[config.mk]
export PLATFORM = sky130hd
export DESIGN_NAME = aps_rr_search
export DESIGN_NICKNAME = d
export VERILOG_FILES = /design/src/rtl/aps_pkg.sv /design/src/rtl/aps_rr_search.sv
export SDC_FILE = /design/constraint.sdc
export NUM_CORES = 1
export LEC_CHECK = 0
export ABC_AREA = 0
export BUFFER_PORTS_ARGS = -buffer_cell sky130_fd_sc_hd__buf_2
export CORE_UTILIZATION = 28
export CTS_CLUSTER_DIAMETER = 150
export DETAILED_ROUTE_END_ITERATION = 12
export GPL_TIMING_DRIVEN = 0
export PLACE_DENSITY = 0.48
export SYNTH_ARGS = -nofsm -noshare
export SYNTH_HDL_FRONTEND = slang
export SYNTH_SLANG_ARGS = --single-unit
[constraint.sdc]
create_clock -name i_clk -period 6.95 [get_ports i_clk]
set_input_delay 1.39 -clock i_clk [delete_from_list [all_inputs] [get_ports i_clk]]
set_output_delay 1.39 -clock i_clk [all_outputs]
set_load 0.01 [all_outputs]
[src/rtl/aps_pkg.sv]
// ----------------------------------------------------------------------------
// aps_pkg
// Shared types, codes and helpers of the ACK pacing shaper.
// ----------------------------------------------------------------------------
package aps_pkg;

    // Action codes of an input item
    localparam logic [1:0] ACT_ACK   = 2'd0;
    localparam logic [1:0] ACT_TIMER = 2'd1;
    localparam logic [1:0] ACT_SET   = 2'd2;
    localparam logic [1:0] ACT_NOP   = 2'd3;

    // Configuration register indexes
    localparam logic [2:0] REG_THRESHOLD   = 3'd0;
    localparam logic [2:0] REG_DELAYED_ACK = 3'd1;
    localparam logic [2:0] REG_QUEUE_LIMIT = 3'd2;
    localparam logic [2:0] REG_ACTIVE      = 3'd3;
    localparam logic [2:0] REG_SEG_TICKS   = 3'd4;

    // Register reset values
    localparam logic [11:0] RST_THRESHOLD = 12'd16;
    localparam logic [4:0]  RST_QLIMIT    = 5'd16;
    localparam logic [6:0]  RST_ACTIVE    = 7'd64;
    localparam logic [15:0] RST_SEG_TICKS = 16'd1200;

    // Saturation bounds of the in-flight estimate
    localparam logic signed [20:0] EST_MAX = 21'sd524287;
    localparam logic signed [20:0] EST_MIN = -21'sd524288;

    // Flows summarised per leaf of the round-robin search tree
    localparam int GRP   = 8;
    localparam int GRP_W = 3;

    typedef struct packed {
        logic [11:0] threshold_segments;
        logic        delayed_ack;
        logic [4:0]  queue_limit;
        logic [6:0]  active_flows;
        logic [15:0] segment_ticks;
    } t_cfg;

    typedef struct packed {
        logic [2:0]  index;
        logic [15:0] value;
    } t_cfg_wr;

    typedef struct packed {
        logic [1:0]         action;
        logic [5:0]         flow;
        logic [31:0]        packet_handle;
        logic signed [15:0] fraction_q8;
    } t_in;

    typedef struct packed {
        logic               dropped;
        logic               released;
        logic [5:0]         released_flow;
        logic [31:0]        released_handle;
        logic [17:0]        next_wait_ticks;
        logic signed [19:0] in_flight;
    } t_out;

    function automatic logic signed [19:0] est_add(input logic signed [19:0] est,
                                                   input logic signed [2:0]  delta);
        logic signed [20:0] s;
        s = $signed({est[19], est}) + $signed({{18{delta[2]}}, delta});
        if (s > EST_MAX) begin
            s = EST_MAX;
        end else if (s < EST_MIN) begin
            s = EST_MIN;
        end
        return s[19:0];
    endfunction

endpackage

[src/rtl/aps_rr_search.sv]
// ----------------------------------------------------------------------------
// aps_rr_search
// Round-robin search for the first non-empty flow at or after the pointer.
// ----------------------------------------------------------------------------
module aps_rr_search
    import aps_pkg::*;
#(
    parameter int FLOWS = 64,
    parameter int NW = 7
) (
    input  logic                     i_clk,
    input  logic                     i_rst_n,
    input  logic                     i_start,
    input  logic [$clog2(FLOWS)-1:0] i_ptr,
    input  logic [NW-1:0]            i_n,
    input  logic [FLOWS-1:0]         i_nonempty,
    output logic                     o_done,
    output logic                     o_found,
    output logic [$clog2(FLOWS)-1:0] o_flow
);

    localparam int FW = $clog2(FLOWS);
    localparam int BW = $clog2(FW + 1);
    localparam int NG = (FLOWS + GRP - 1) / GRP;

    localparam logic [1:0] SR_IDLE = 2'd0;
    localparam logic [1:0] SR_MOD  = 2'd1;
    localparam logic [1:0] SR_T1   = 2'd2;
    localparam logic [1:0] SR_T2   = 2'd3;

    logic [1:0]       r_state;
    logic [FW-1:0]    r_sh;
    logic [BW-1:0]    r_cnt;
    logic [NW-1:0]    r_rem;
    logic [FW-1:0]    r_s;
    logic [NG-1:0]    r_hi_any;
    logic [NG-1:0]    r_all_any;
    logic [GRP_W-1:0] r_hi_idx  [NG];
    logic [GRP_W-1:0] r_all_idx [NG];
    logic             r_done;
    logic             r_found;
    logic [FW-1:0]    r_flow;

    logic [NW:0]      rem_t;
    logic [NW:0]      rem_n;
    logic [NG-1:0]    hi_any;
    logic [NG-1:0]    all_any;
    logic [GRP_W-1:0] hi_idx  [NG];
    logic [GRP_W-1:0] all_idx [NG];
    logic             sel_found;
    logic [FW-1:0]    sel_flow;

    // One remainder bit per cycle, used only when the pointer lies beyond
    // a flow count that has since been lowered.
    always_comb begin
        rem_t = {r_rem, r_sh[FW-1]};
        rem_n = (rem_t >= {1'b0, i_n}) ? rem_t - {1'b0, i_n} : rem_t;
    end

    // Leaf stage: first candidate in each group of flows, both from the
    // start position onwards and over all active flows.
    always_comb begin
        int idx;
        logic cand;
        for (int g = 0; g < NG; g++) begin
            hi_any[g]  = 1'b0;
            all_any[g] = 1'b0;
            hi_idx[g]  = '0;
            all_idx[g] = '0;
            for (int k = GRP - 1; k >= 0; k--) begin
                idx  = g * GRP + k;
                cand = 1'b0;
                if (idx < FLOWS) begin
                    cand = i_nonempty[idx] && (NW'(idx) < i_n);
                end
                if (cand) begin
                    all_any[g] = 1'b1;
                    all_idx[g] = GRP_W'(k);
                end
                if (cand && (FW'(idx) >= r_s)) begin
                    hi_any[g] = 1'b1;
                    hi_idx[g] = GRP_W'(k);
                end
            end
        end
    end

    always_comb begin
        logic hit_hi;
        logic hit_all;
        logic [FW-1:0] q_hi;
        logic [FW-1:0] q_all;
        hit_hi  = 1'b0;
        hit_all = 1'b0;
        q_hi    = '0;
        q_all   = '0;
        for (int g = NG - 1; g >= 0; g--) begin
            if (r_hi_any[g]) begin
                hit_hi = 1'b1;
                q_hi   = FW'(g * GRP) + FW'(r_hi_idx[g]);
            end
            if (r_all_any[g]) begin
                hit_all = 1'b1;
                q_all   = FW'(g * GRP) + FW'(r_all_idx[g]);
            end
        end
        sel_found = hit_hi | hit_all;
        sel_flow  = hit_hi ? q_hi : q_all;
    end

    always_ff @(posedge i_clk) begin
        if (!i_rst_n) begin
            r_state <= SR_IDLE;
            r_done  <= 1'b0;
        end else begin
            r_done <= (r_state == SR_T2);
            unique case (r_state)
                SR_IDLE: begin
                    if (i_start) begin
                        if (NW'(i_ptr) >= i_n) begin
                            r_sh    <= i_ptr;
                            r_cnt   <= BW'(FW);
                            r_rem   <= '0;
                            r_state <= SR_MOD;
                        end else begin
                            r_s     <= i_ptr;
                            r_state <= SR_T1;
                        end
                    end
                end
                SR_MOD: begin
                    r_rem <= NW'(rem_n);
                    r_sh  <= r_sh << 1;
                    r_cnt <= r_cnt - 1'b1;
                    if (r_cnt == BW'(1)) begin
                        r_s     <= FW'(rem_n);
                        r_state <= SR_T1;
                    end
                end
                SR_T1: begin
                    r_hi_any  <= hi_any;
                    r_all_any <= all_any;
                    r_hi_idx  <= hi_idx;
                    r_all_idx <= all_idx;
                    r_state   <= SR_T2;
                end
                SR_T2: begin
                    r_found <= sel_found;
                    r_flow  <= sel_flow;
                    r_state <= SR_IDLE;
                end
            endcase
        end
    end

    assign o_done  = r_done;
    assign o_found = r_found;
    assign o_flow  = r_flow;

endmodule

==> summary.md <==
| Metric | Value |
|---|---|
| Int Pwr | `1.32 mW` |
| Max-slew violation count | `0` |
| Yosys cell types | `82` |
| Final wirelength | `27200 um` |
| Gp weighted congestion | `0.966` |
| Final antenna-violating net count | `0` |
| Syn Std Cell Area | `7390 sq um` |
| Pin count of the biggest net entering global routing | `65` |
| # hold bufs at CTS | `0` |
| Drt via density | `5.50` |
| Final net count | `1077` |
| Post-DP HPWL | `21300 um` |
| Seq cells post-synth | `96` |
| Initial Util | `28.4%` |
| Yosys top cell area share | `37.8%` |
| Min cycle time layout | `4240 ps` |
| Cell Pwr Density | `251 nW/um^2` |
| Setup TNS | `0 ps` |
| Cells on worst reg2reg path | `7` |
| Worst Path Required | `7030 ps` |
| Core area | `26000 sq um` |
| Area Overhead vs Synth | `15.9%` |
| Final setup fails | `0` |
| Clk network pwr share | `25.6%` |
| Die Ht | `164 um` |
| Critical Setup Path Class | `in2reg` |
| Ys async rst share | `0%` |
| Seq. cell area | `2850 sq um` |
| Via Count | `7235` |
| Synth Instances | `879` |
| Synth Area per Inst | `8.41 sq um` |
| Combinational Power Share | `37.4%` |
| RR Endpoint | `r_hi_any[2]$_SDFFCE_PP1P_` |
| CTS tree | `done` |
| Status | `finished clean` |
| Drt first pass iters | `7` |
| Area of the multi-input gates | `4170 sq um` |
| Clock-pin slew on the worst setup and hold paths | `70 ps` |
| Total Power | `2.15 mW` |
| Most frequent cells in the layout | `nand2_1 (115), buf_2 (100), edfxtp_1 (93)` |
| Max Cap Viol | `0` |
| Post-synth EDFFs | `93` |
| CTS buffer count | `9` |
| Fmax | `0.236 GHz` |
| GRT Total Usage | `20.4%` |
| R2r setup slk | `4240 ps` |
| WL per Instance | `20.6 um` |
| Post-CTS Resized | `0` |
| Post-place setup slack | `2290 ps` |
| Antenna cells | `0` |
| First-pass GRT wire length | `40300 um` |
| Crit path launch type | `primary input` |
| GR Util met1 | `26.8%` |
| Number of buffers added on ports | `86` |
| Met3 Track Usage GR | `3.62%` |
| Worst-Skew Late Latency | `370 ps` |
| # DRC | `0` |
| Switching part of the total | `38.7%` |
| Die W | `164 um` |
| Clock root buffer | `clkbuf_16` |
| Clk_skew | `10.7 ps` |
| Yosys warns | `0` |
| Critical Path Fanout Max | `10` |
| Post-synth top flop | `edfxtp_1` |
| Maximum root-to-sink buffer count | `2` |
| Clock Sinks | `96` |
| Initial DRC Count | `607` |
| Most common cell after layout, fill and taps aside | `nand2_1` |
| Share of cells above drive strength 1 | `15.1%` |
| Global route total overflow | `0` |
| Vias in the first global route | `6811` |
| Slew headroom | `38.9%` |
| H-tree depth | `3` |
| WHS Path Cells | `2` |
| Post-synth net total | `980` |
| Die area | `27000 sq um` |
| Initial antenna violation count | `0` |
| Final period util | `60.9%` |
| Crit path DAT | `4320 ps` |
| Register area share after synthesis | `38.6%` |
| Cell row count | `59` |
| Ranking of synthesized cells by area | `edfxtp_1 (38%), nand2_1 (5.8%), o21ai_0 (5.3%)` |
| Most Used Layer, Global Route | `met2` |
| Ports | `88` |
| Unrepaired setup endpoints after global routing | `no` |
| Crit path capture | `r_s[3]$_DFFE_PP_` |
| Worst-margin pin slew | `905 ps` |
| Postcts setup bufs | `0` |
| Final WS setup | `2710 ps` |
| Psw | `832 uW` |
| Leakage | `3.29 nW` |
| Final hold vios | `0` |
| CP startpoint | `i_n[2]` |
| CP Capture Type | `flop` |
| Worst vdd ir | `0.136 mV` |
| Min-Delay Path Class | `reg2reg` |
| R2r startpoint | `r_s[3]$_DFFE_PP_` |
| Layout filler cell count | `2802` |
| M2 GR Usage | `32.8%` |
| Dominant cell type by area after synthesis | `edfxtp_1` |
| Sequential share of power | `37.0%` |
-- worst min path at each step --
stage	startpoint	endpoint	slack (ps)
floorplan	r_sh[4]$_DFFE_PP_	r_sh[5]$_DFFE_PP_	490
finish	r_sh[4]$_DFFE_PP_	r_sh[5]$_DFFE_PP_	530
CTS	r_sh[4]$_DFFE_PP_	r_sh[5]$_DFFE_PP_	530
detailed placement	r_sh[4]$_DFFE_PP_	r_sh[5]$_DFFE_PP_	510
global placement	r_sh[4]$_DFFE_PP_	r_sh[5]$_DFFE_PP_	510
global route	r_sh[4]$_DFFE_PP_	r_sh[5]$_DFFE_PP_	560
-- stage by stage --
step                      cells  util (%)  area (sq um)  hold WS (ps)
after floorplan             879         -          7390           495
after global placement     1300      31.7          8240           513
after detailed placement   1300      31.7          8250           511
after CTS                  1316      33.0          8570           529
after global routing       1316      33.0          8570           556
final                      1316      33.0          8570           528
-- metal layers --
metal,wire [um],vias to the layer above
li1,-,3486
met1,11900,3410
met2,12600,275
met3,1610,64
met4,1060,0
met5,0,-
-- worst max-delay path: stages --
cell and delay (ps):
buf_4 140, clkbuf_1 590, inv_1 240, ha_1 420, nor2b_1 170, o31a_1 260
o31ai_1 280, nor2b_1 170, buf_2 210, mux2i_1 320, a21oi_1 140
-- cells by family after synthesis --
logic type	count (synthesis)	synth area share, %
fa+ha+maj	21	3.66
flops	96	38.6
simple gates	329	21.8
mux	12	1.71
xor+xnor	2	0.237
buf+inv	93	5.01
compound gates	326	29.0
-- power groups by stage --
stage / sequential [mW] / combinational [mW] / clock (mW)
2_1_floorplan: 0.802 / 0.532 / 0
3_3_place_gp: 0.815 / 0.786 / 0
3_5_place_dp: 0.809 / 0.789 / 0
4_1_cts: 0.796 / 0.792 / 0.555
5_1_grt: 0.805 / 0.878 / 0.572
6_report: 0.796 / 0.804 / 0.549
-- area by class of cell --
cell class	instances	area share, %
well taps	335	4.89
multi-input cells	690	48.7
flip-flops and latches	96	33.3
plain buffers	54	2.61
clock buffers	9	2.63
clock inverters	7	1.14
repair buffers	86	5.02
inverters	39	1.71
-- cell usage after synthesis (all sizes together) (13+ instances only) --
| cell type | instances |
|---|---|
| ha | 20 |
| clkbuf | 37 |
| buf | 17 |
| a21oi | 75 |
| edfxtp | 93 |
| o211ai | 17 |
| nor2b | 21 |
| inv | 38 |
| nor3 | 13 |
| a31oi | 14 |
| nor2 | 73 |
| nand2 | 115 |
| nand3 | 26 |
| o21ai | 87 |
| o21a | 17 |
-- state kept, by name, summed over array words and instances, names as in the netlist --
register and count:
o_found 1, o_flow 6, r_all_idx 24, r_all_any 8, r_sh 6, r_cnt 3
o_done 1, r_hi_idx 24, r_hi_any 8, r_state 2, r_rem 7, r_s 6
Note: power is estimated with default switching activity, not from simulation.
