$ cat config.mk
export PLATFORM = sky130hd
export DESIGN_NAME = aps_flow_table
export DESIGN_NICKNAME = d
export VERILOG_FILES = /design/src/rtl/aps_flow_table.sv
export SDC_FILE = /design/constraint.sdc
export NUM_CORES = 1
export LEC_CHECK = 0
export ABC_CLOCK_PERIOD_IN_PS = 7200
export BUFFER_PORTS_ARGS = -buffer_cell sky130_fd_sc_hd__buf_2
export CAP_MARGIN = 20
export CORE_MARGIN = 4
export CORE_UTILIZATION = 30
export CTS_CLUSTER_SIZE = 30
export DETAILED_ROUTE_END_ITERATION = 12
export SYNTH_ARGS = -nofsm -noshare
export SYNTH_HDL_FRONTEND = slang
export SYNTH_SLANG_ARGS = --single-unit
$ cat constraint.sdc
create_clock -name i_clk -period 7.2 [get_ports i_clk]
set_clock_uncertainty 0.15 [all_clocks]
set_input_delay 0.36 -clock i_clk [delete_from_list [all_inputs] [get_ports i_clk]]
set_output_delay 0.36 -clock i_clk [all_outputs]
set_load 0.01 [all_outputs]
$ cat src/rtl/aps_flow_table.sv
// ----------------------------------------------------------------------------
// aps_flow_table
// Per-flow queue state (seen flag, head, count) in a synchronous memory.
// ----------------------------------------------------------------------------
module aps_flow_table #(
    parameter int FLOWS = 64,
    parameter int QUEUE_DEPTH = 16
) (
    input  logic                           i_clk,
    input  logic                           i_rst_n,
    input  logic                           i_rd_en,
    input  logic [$clog2(FLOWS)-1:0]       i_rd_flow,
    output logic                           o_rd_seen,
    output logic [$clog2(QUEUE_DEPTH)-1:0] o_rd_head,
    output logic [$clog2(QUEUE_DEPTH+1)-1:0] o_rd_count,
    input  logic                           i_wr_en,
    input  logic [$clog2(FLOWS)-1:0]       i_wr_flow,
    input  logic                           i_wr_seen,
    input  logic [$clog2(QUEUE_DEPTH)-1:0] i_wr_head,
    input  logic [$clog2(QUEUE_DEPTH+1)-1:0] i_wr_count,
    output logic [FLOWS-1:0]               o_nonempty
);

    localparam int HW = $clog2(QUEUE_DEPTH);
    localparam int CW = $clog2(QUEUE_DEPTH + 1);
    localparam int MW = 1 + HW + CW;

    logic [MW-1:0]    r_mem [FLOWS];
    logic [MW-1:0]    r_rd;
    logic             r_rd_vld;
    logic [FLOWS-1:0] r_vld;
    logic [FLOWS-1:0] r_ne;

    always_ff @(posedge i_clk) begin
        if (i_wr_en) begin
            r_mem[i_wr_flow] <= {i_wr_seen, i_wr_head, i_wr_count};
        end
        if (i_rd_en) begin
            r_rd <= r_mem[i_rd_flow];
        end
    end

    // An entry never written since reset reads as all zero.
    always_ff @(posedge i_clk) begin
        if (!i_rst_n) begin
            r_vld    <= '0;
            r_ne     <= '0;
            r_rd_vld <= 1'b0;
        end else begin
            if (i_wr_en) begin
                r_vld[i_wr_flow] <= 1'b1;
                r_ne[i_wr_flow]  <= (i_wr_count != '0);
            end
            if (i_rd_en) begin
                r_rd_vld <= r_vld[i_rd_flow];
            end
        end
    end

    assign o_rd_seen  = r_rd_vld & r_rd[MW-1];
    assign o_rd_head  = r_rd_vld ? r_rd[CW +: HW] : '0;
    assign o_rd_count = r_rd_vld ? r_rd[CW-1:0] : '0;
    assign o_nonempty = r_ne;

endmodule

==> flow_metrics.py, run 1 <==
metrics = {
    "sta": {
        "rsz0062_at_grt": "false",
        "fin_crit_sh": 0.434,
        "setup_tns_ns": 0,
        "period_minus_slack_ns": 3.13,
        "setup_viol": 0,
        "clock.fmax_mhz": 320,
        "hold_slack_ns": 0.0738,
        "slew_violations": 0,
        "finalHoldViolCount": 0,
        "worst_slew_pin_slew_ns": 1.18,
        "max-slew-margin-rel": 0.213,
    },
    "cells_and_area": {
        "fillers": 8949,
        "multiInputGateArea_sq_um": 7300,
        "drive_gt1_frac": 0.333,
        "fin_nets": 1598,
        "seq_area_sq_um": 22100,
        "syn_to_final_growth_pct": 17.2,
    },
    "drt": {
        "wirelength_microns": 76900,
        "viasPerCell": 5.17,
        "vias": 15089,
        "drtPass1Iterations": 7,
        "drtIter0Drc": 1694,
        "drc": 0,
        "drt-wirelength-per-cell_microns": 26.4,
        "drtAntennaViolNets": 0,
    },
    "placed_design": {
        "hpwl_microns": 44100,
        "io_buffers": 99,
        "place_congestion": 0.759,
    },
    "critical_path": {
        "cp_common_cell": "mux4_2",
        "crit_family": "multiplexers",
        "r2r-end": "r_rd[3]",
        "crit_chain": "buf_8 -> buf_4 -> mux4_2 -> mux4_2 -> mux2_2 -> nand2_1 -> o21ai_1",
        "path_buf_inv": 2,
        "path_max_fanout": 82,
        "r2r-start": "r_mem[35][3]",
        "required_ns": 7.39,
        "rr_worst_depth": 5,
        "slowest_delay_ns": 0.67,
        "cpMaxStageDelayCell": "buf_8",
        "startpoint_type": "input port",
        "reg2reg_slack_ns": 4.80,
        "critical_path_arrival_ns": 3.31,
        "end_kind": "flip-flop",
        "worstSetupPathType": "in -> reg",
    },
    "global_route": {
        "grt_pass1_wl_microns": 110000,
        "grtUsageTotal": 0.147,
        "antenna_found_initial": 9,
        "grt_max_degree": 83,
        "grt_pass1_vias": 15035,
        "grt_overflow": 0,
    },
    "cts": {
        "clkTransAtPathRegs_ns": 0.06,
        "cts_resized": 0,
        "cts_tree": "yes",
        "cts_setup_buffers": 0,
        "hold_buffers": 0,
        "clk_latency_ns": 0.63,
        "htree_num_levels": 3,
        "cts.sinks": 779,
        "clk_path_buf_depth": 3,
        "cts_root_buf": "clkbuf_16",
        "cts_buffers": 82,
    },
    "logic_synthesis": {
        "postSynthCellCount": 1433,
        "synth_fp_nets": 1459,
        "synthArstFlopShare": 0,
        "synth.distinct_cells": 33,
        "synth_seq_area_share": 0.747,
        "synth_flop_cell": "edfxtp_1",
        "syn_area_per_cell_sq_um": 20.7,
        "yosysWarnings": 0,
        "synth_area_sq_um": 29600,
        "synth_edf_count": 650,
        "ys_ff_latch": 779,
    },
    "floorplan": {
        "dieWidth_microns": 322,
        "start_util": 0.304,
        "chipHeight_microns": 322,
        "die-area_sq_um": 104000,
        "io_pins": 100,
        "placementRows": 114,
        "core_area_sq_um": 97300,
    },
    "flow_run": {
        "max_cap_violations": 0,
    },
    "pwr": {
        "power_leakage_nw": 11.8,
        "power_density_nw_per_um2": 276,
        "ir_worst_vdd_mv": 0.187,
    },
    "min_path": {
        "hold_class": "in -> reg",
        "hp-start": "i_rd_en",
        "min_to": "r_rd[9]",
        "hold_depth": 1,
    },
    "status": {
        "status": "completed",
    },
}
==> report_power, final <==
group          internal (W)  switching (W)  total (W)
Sequential          0.00492      0.0000139    0.00493
Combinational      0.000172       0.000256   0.000428
Clock               0.00248        0.00173    0.00421
==> cells in the final DEF, fill, tap and decap left out, types with 2 or more instances in the layout <==
master         netlist  layout
nand4_1              2       2
buf_16               0       3
clkbuf_16            0      83
clkbuf_1            49      16
a22oi_1              2       2
nand2_1             77      77
a22o_1               2       2
or3_1                2       2
mux2_2              12      12
nor2_1              69       4
o22ai_1              2       2
clkinv_2             0      13
edfxtp_1           650     650
clkinv_1             0      15
diode_2              0       4
o21ai_1              8       8
or3b_2               2       2
buf_2               24      95
or4_1                2       2
dlygate4sd3_1        0       3
and2_1              11      11
buf_12               0       4
buf_4                0      18
clkbuf_8             0       3
o21ai_0              3       3
buf_8                0      13
mux2i_1             12      12
o21a_1              64      64
bufinv_16            0       9
dfxtp_1            129     129
inv_6                0       7
mux4_2             214     214
clkinvlp_4           0       2
nor2_2               0      64
nor2b_1              5       5
nand3b_1             5       5
o211a_1             64      64
nand3_1              7       7
==> stage by stage <==
stage | utilization | instances | total power [W] | setup WS, ns | cell area (sq um)
after floorplan | - | 1433 | 0.00527 | 4.54 | 29600
after global routing | 0.357 | 2916 | 0.00987 | 3.83 | 34700
after global placement | 0.325 | 2743 | 0.00544 | 3.36 | 31700
final | 0.357 | 2918 | 0.00957 | 4.07 | 34700
after detailed placement | 0.326 | 2746 | 0.00545 | 3.34 | 31700
after CTS | 0.353 | 2896 | 0.00964 | 4.00 | 34400
==> cell type report <==
class / instances / area share
sequential: 779 / 0.637
multi-input combinational: 572 / 0.210
clock buffer: 102 / 0.0628
tap: 1276 / 0.0460
timing repair buffer: 137 / 0.0291
clock inverter: 48 / 0.0143
antenna: 4 / 0.000289
==> routing by layer <==
| layer | up-vias | wire [microns] | track usage |
|---|---|---|---|
| li1 | 6200 | - | - |
| met4 | 10 | 1610 | 0.0372 |
| met3 | 114 | 7100 | 0.0401 |
| met2 | 689 | 34600 | 0.220 |
| met1 | 8076 | 33500 | 0.213 |
| met5 | - | 63 | 0 |
==> registers in the layout (all words and copies together) (netlist names) <==
name / flops
r_mem: 640
o_nonempty: 64
r_vld: 64
r_rd: 10
r_rd_vld: 1
==> synthesized netlist by cell type, types with 3 or more instances <==
cell type / number / area share
and2_1: 11 / 0.0023
o21ai_1: 8 / 0.0014
buf_6: 3 / 0.0011
edfxtp_1: 650 / 0.66
nor2_1: 69 / 0.0088
buf_2: 24 / 0.0041
o21ai_0: 3 / 0.00051
nor2b_1: 5 / 0.0011
nand3_1: 7 / 0.0012
buf_1: 6 / 0.00076
o21a_1: 64 / 0.016
dfxtp_1: 129 / 0.087
mux4_2: 214 / 0.16
nand2_1: 77 / 0.0098
clkbuf_1: 49 / 0.0062
nand3b_1: 5 / 0.0013
o211a_1: 64 / 0.022
mux2_2: 12 / 0.0046
mux2i_1: 12 / 0.0041
==> worst max path at each step <==
stage	slack [ns]	cells after the start	to	startpoint
3_3_place_gp	3.36	6	r_rd[7]	i_rd_flow[0]
6_report	4.07	7	r_rd[5]	i_rd_flow[0]
4_1_cts	4.00	7	r_rd[3]	i_rd_flow[0]
5_1_grt	3.83	7	r_rd[3]	i_rd_flow[0]
2_1_floorplan	4.54	7	r_rd[4]	i_rd_flow[0]
3_5_place_dp	3.34	7	r_rd[5]	i_rd_flow[0]
==> cells by family after synthesis <==
logic type | share of synthesized area
AOI/OAI and AO/OA | 0.0425
buffers and inverters | 0.0122
DFF | 0.747
muxes | 0.171
and+or+nand+nor | 0.0270
No activity file was read; power rests on OpenSTA's default activity.
==> inputs of run 2 (changes only) <==
--- a/config.mk
+++ b/config.mk
@@ -5,7 +5,7 @@
 export SDC_FILE = /design/constraint.sdc
 export NUM_CORES = 1
 export LEC_CHECK = 0
-export ABC_CLOCK_PERIOD_IN_PS = 7200
+export ABC_CLOCK_PERIOD_IN_PS = 2550
 export BUFFER_PORTS_ARGS = -buffer_cell sky130_fd_sc_hd__buf_2
 export CAP_MARGIN = 20
 export CORE_MARGIN = 4
==> constraint.sdc (replaced) <==
create_clock -name i_clk -period 2.55 [get_ports i_clk]
set_clock_uncertainty 0.15 [all_clocks]
set_input_delay 0.1275 -clock i_clk [delete_from_list [all_inputs] [get_ports i_clk]]
set_output_delay 0.1275 -clock i_clk [all_outputs]
set_load 0.01 [all_outputs]
==> flow_metrics.py, run 2 (same netlist as run 1, synthesis figures left out) <==
metrics = {
    "status": {
        "status": "completed",
    },
    "global_route": {
        "antenna_found_initial": 9,
        "grt_max_degree": 65,
        "grt_pass1_vias": 15466,
        "grtUsageTotal": 0.146,
        "grt_overflow": 0,
        "grt_pass1_wl_microns": 110000,
    },
    "placed_design": {
        "io_buffers": 99,
        "hpwl_microns": 47700,
        "place_congestion": 0.798,
        "placed_cells": 2864,
        "post-place-ws_ns": -0.329,
    },
    "sta": {
        "setup_slack_ns": 0.187,
        "max-slew-margin-rel": 0.363,
        "period_minus_slack_ns": 2.36,
        "setup_viol": 0,
        "slew_violations": 0,
        "finalHoldViolCount": 0,
        "setup_tns_ns": 0,
        "worst_slew_pin_slew_ns": 0.955,
        "fin_crit_sh": 0.927,
        "rsz0062_at_grt": "false",
        "clock.fmax_mhz": 423,
    },
    "critical_path": {
        "cp-startpoint": "r_mem[59][8]",
        "cp_common_cell": "mux4_2",
        "rr_worst_depth": 3,
        "crit_chain": "mux4_2 -> mux4_2 -> mux4_2",
        "startpoint_type": "flip-flop",
        "r2r-start": "r_mem[59][8]",
        "path_max_fanout": 1,
        "required_ns": 2.75,
        "crit_family": "multiplexers",
        "end_kind": "flip-flop",
        "r2r-end": "r_rd[8]",
        "reg2reg_slack_ns": 0.19,
        "cpMaxStageDelayCell": "mux4_2",
        "worstSetupPathType": "reg -> reg",
        "slowest_delay_ns": 0.59,
        "critical_path_arrival_ns": 2.57,
        "path_buf_inv": 0,
    },
    "floorplan": {
        "start_util": 0.304,
        "core_area_sq_um": 97300,
        "die-area_sq_um": 104000,
        "io_pins": 100,
        "dieWidth_microns": 322,
        "chipHeight_microns": 322,
        "placementRows": 114,
    },
    "cts": {
        "cts_tree": "yes",
        "cts_setup_buffers": 0,
        "cts.sinks": 779,
        "clk_latency_ns": 0.62,
        "clk_path_buf_depth": 3,
        "cts_buffers": 81,
        "clkTransAtPathRegs_ns": 0.06,
        "htree_num_levels": 3,
        "cts_root_buf": "clkbuf_16",
    },
    "pwr": {
        "power.share.sequential": 0.531,
        "switching_share": 0.212,
        "power_leakage_nw": 12.3,
        "finalPower_w": 0.0262,
        "clkPwrFrac": 0.418,
        "power_density_nw_per_um2": 744,
        "power.switching_w": 0.00554,
        "p_comb_frac": 0.051,
        "ir_worst_vdd_mv": 0.534,
        "power.internal_w": 0.0207,
    },
    "drt": {
        "met2_length_microns": 33800,
        "viasPerCell": 5.06,
        "drtPass1Iterations": 5,
        "drtIter0Drc": 1423,
        "wirelength_microns": 76100,
        "top_layer_used": "met5",
        "met3WireLength_microns": 6330,
        "drtAntennaViolNets": 0,
        "drt-wirelength-per-cell_microns": 25.2,
        "wl_met1_microns": 34000,
        "drc": 0,
        "vias": 15278,
    },
    "min_path": {
        "min_to": "r_mem[53][9]",
        "hp-start": "i_wr_seen",
        "hold_depth": 2,
        "hold_class": "in -> reg",
    },
    "cells_and_area": {
        "final_cell_mix": "edfxtp_1 (650), mux4_2 (214), dfxtp_1 (129)",
        "fin_nets": 1704,
        "drive_gt1_frac": 0.334,
        "largest_reg_flops": 640,
        "syn_to_final_growth_pct": 18.9,
        "final_common_cell": "edfxtp_1",
        "instances_no_fill": 3017,
        "top_register": "r_mem",
    },
    "flow_run": {
        "max_cap_violations": 0,
    },
}
run 2: cell count changes in the layout (fill, tap and decap cells not counted), sizes merged:
cell         before  now
bufinv            9    1
clkbuf          102  108
clkinvlp          2    6
buf             134  237
diode             4    3
dlygate4sd3       3    7
inv               8    2
clkinv           29   26
run 2: power groups by stage:
stage	Clock (W)	Combinational (W)	Sequential, W
finish	0.0109	0.00133	0.0139
global route	0.0117	0.00141	0.0139
CTS	0.0112	0.00134	0.0139
detailed placement	0	0.00133	0.0142
global placement	0	0.00131	0.0142
floorplan	0	0.000705	0.0142
run 2: how the worst max path moves through the flow:
stage | endpoint | depth (start not counted)
after detailed placement | r_rd[9] | 8
after global placement | r_rd[9] | 8
after CTS | r_rd[8] | 3
after floorplan | r_rd[4] | 7
final | r_rd[8] | 3
after global routing | r_rd[2] | 5
run 2: worst register-to-register path: cells and delay by family, from the launching register on:
| kind | cells | cell delay (ns) |
|---|---|---|
| flip-flops | 1 | 0.38 |
| multiplexers | 3 | 1.60 |
run 2: final cells by class:
| cell class | instances | area [sq um] |
|---|---|---|
| Timing Repair Buffer | 244 | 1900 |
| Clock inverter | 35 | 239 |
| Fill cell | 8884 | 62100 |
| Sequential cell | 779 | 22100 |
| Multi-Input combinational cell | 572 | 7140 |
| Antenna cell | 3 | 7.51 |
| Tap cell | 1276 | 1600 |
| Clock buffer | 108 | 2210 |
run 2: what timing repair did:
action,4_1_cts,5_1_grt
hold endpoints to repair,161,0
gates resized for setup,0,0
hold buffers,7,0
run 2: per-layer routing:
layer / vias up / track usage
li1: 6406 / -
met1: 8119 / 0.215
met2: 616 / 0.217
met3: 131 / 0.0345
met4: 6 / 0.0401
met5: - / 0
run 2: metrics by stage:
step | util | hold slack (ns) | area (sq um)
5_1_grt | 0.362 | 0.0711 | 35200
6_report | 0.362 | 0.0680 | 35200
4_1_cts | 0.362 | 0.0474 | 35200
2_1_floorplan | - | 0.0764 | 29600
3_5_place_dp | 0.336 | 0.297 | 32700
3_3_place_gp | 0.336 | 0.291 | 32700
==> inputs of run 3 (changes only) <==
--- a/config.mk
+++ b/config.mk
@@ -6,7 +6,7 @@
 export NUM_CORES = 1
 export LEC_CHECK = 0
 export ABC_CLOCK_PERIOD_IN_PS = 2550
-export BUFFER_PORTS_ARGS = -buffer_cell sky130_fd_sc_hd__buf_2
+export BUFFER_PORTS_ARGS = -buffer_cell sky130_fd_sc_hd__buf_4
 export CAP_MARGIN = 20
 export CORE_MARGIN = 4
 export CORE_UTILIZATION = 30
==> flow_metrics.py, run 3 (same netlist as run 1, synthesis figures left out) <==
metrics = {
    "global_route": {
        "grt_pass1_wl_microns": 112000,
        "grtUsageTotal": 0.149,
        "grt_pass1_vias": 15601,
        "antenna_found_initial": 9,
        "grt_max_degree": 65,
        "grt_overflow": 0,
    },
    "drt": {
        "met3WireLength_microns": 7160,
        "drtIter0Drc": 1719,
        "drtPass1Iterations": 5,
        "drtAntennaViolNets": 0,
        "wl_met1_microns": 33800,
        "met2_length_microns": 34800,
        "wirelength_microns": 77200,
        "drc": 0,
        "viasPerCell": 5.04,
        "vias": 15269,
        "drt-wirelength-per-cell_microns": 25.5,
        "top_layer_used": "met5",
    },
    "placed_design": {
        "place_congestion": 0.779,
        "placed_area_sq_um": 32800,
        "hpwl_microns": 47900,
        "post-place-ws_ns": -0.229,
        "io_buffers": 99,
    },
    "floorplan": {
        "io_pins": 100,
        "chipHeight_microns": 322,
        "dieWidth_microns": 322,
        "die-area_sq_um": 104000,
        "core_area_sq_um": 97300,
        "placementRows": 114,
        "start_util": 0.304,
    },
    "cts": {
        "cts_buffers": 82,
        "cts.sinks": 779,
        "cts_root_buf": "clkbuf_16",
        "htree_num_levels": 3,
        "clk_latency_ns": 0.63,
        "cts_tree": "yes",
        "cts_resized": 0,
        "clkTransAtPathRegs_ns": 0.06,
        "clk_path_buf_depth": 3,
    },
    "critical_path": {
        "path_max_fanout": 12,
        "startpoint_type": "input port",
        "critical_path_arrival_ns": 2.54,
        "end_kind": "flip-flop",
        "required_ns": 2.71,
        "worstSetupPathType": "in -> reg",
    },
    "cells_and_area": {
        "postLayoutCellArea_sq_um": 35700,
        "largest_reg_flops": 640,
        "syn_to_final_growth_pct": 20.5,
        "fin_nets": 1705,
        "drive_gt1_frac": 0.332,
        "final_common_cell": "edfxtp_1",
        "final_cell_mix": "edfxtp_1 (650), mux4_2 (214), buf_4 (208)",
        "top_register": "r_mem",
    },
    "pwr": {
        "power_density_nw_per_um2": 762,
        "clkPwrFrac": 0.438,
        "power_leakage_nw": 12.4,
        "ir_worst_vdd_mv": 0.542,
        "power.share.sequential": 0.513,
        "power.internal_w": 0.0215,
        "power.switching_w": 0.00569,
        "p_comb_frac": 0.049,
        "switching_share": 0.210,
    },
    "sta": {
        "slew_violations": 0,
        "rsz0062_at_grt": "false",
        "period_minus_slack_ns": 2.38,
        "finalHoldViolCount": 0,
        "clock.fmax_mhz": 420,
        "fin_crit_sh": 0.933,
        "max-slew-margin-rel": 0.449,
        "worst_slew_pin_slew_ns": 0.827,
        "setup_viol": 0,
        "setup_slack_ns": 0.170,
    },
    "status": {
        "status": "completed",
    },
    "min_path": {
        "hold_class": "in -> reg",
    },
    "flow_run": {
        "max_cap_violations": 0,
    },
}
## run 3: cell types whose count changed in the layout (fill, tap and decap cells not counted), sizes merged
cell / before / now
buf: 237 / 228
bufinv: 1 / 7
clkbuf: 108 / 113
clkinvlp: 6 / 2
dlygate4sd3: 7 / 16
inv: 2 / 5
diode: 3 / 5
## run 3: layout make-up
type / count / area [sq um]
Tap cell: 1276 / 1600
Antenna cell: 5 / 12.5
Multi-Input combinational cell: 572 / 7140
Clock buffer: 113 / 2280
Clock inverter: 40 / 419
Timing Repair Buffer: 244 / 2110
Sequential cell: 779 / 22100
Fill cell: 8861 / 61600
## run 3: critical path, stage by stage
cell           delay (ns)
dlygate4sd3_1        0.59
buf_4                0.20
or3b_2               0.56
dlygate4sd3_1        0.63
nor2_1               0.14
buf_4                0.27
## run 3: per-layer routing
layer / global-route usage / vias up
li1: - / 6430
met1: 0.212 / 8158
met3: 0.0464 / 105
met2: 0.224 / 566
met5: 0 / -
met4: 0.0327 / 10
## run 3: final timing paths
path / start / endpoint / slack, ns / depth (start not counted)
worst max register to register: r_mem[63][8] / r_rd[8] / 0.18 / 3
worst max-delay path: i_wr_flow[3] / r_mem[35][6] / 0.17 / 6
worst min register to register: r_vld[61] / r_vld[61] / 0.31 / 1
worst min-delay path: i_wr_count[3] / r_mem[49][3] / 0.06 / 2
## run 3: metrics by stage
step / power, W / setup TNS, ns / util / cells / hold slack [ns]
3_5_place_dp: 0.0155 / -1.50 / 0.337 / 2855 / 0.254
6_report: 0.0272 / 0 / 0.367 / 3029 / 0.0639
5_1_grt: 0.0281 / 0 / 0.366 / 3025 / 0.0700
3_3_place_gp: 0.0155 / -1.64 / 0.337 / 2855 / 0.248
2_1_floorplan: 0.0149 / 0 / - / 1433 / 0.0764
4_1_cts: 0.0274 / 0 / 0.366 / 3024 / 0.0329
## run 3: power groups by stage
stage	combinational, W	clock [W]	sequential, W
after floorplan	0.000705	0	0.0142
after global placement	0.00132	0	0.0142
after detailed placement	0.00134	0	0.0142
after CTS	0.00137	0.0121	0.0139
after global routing	0.00143	0.0127	0.0139
final	0.00134	0.0119	0.0139
## run 3: repair_timing
item / 4_1_cts / 5_1_grt
endpoints found under the hold margin: 426 / 0
hold buffers: 16 / 0
setup buffers: 0 / 0
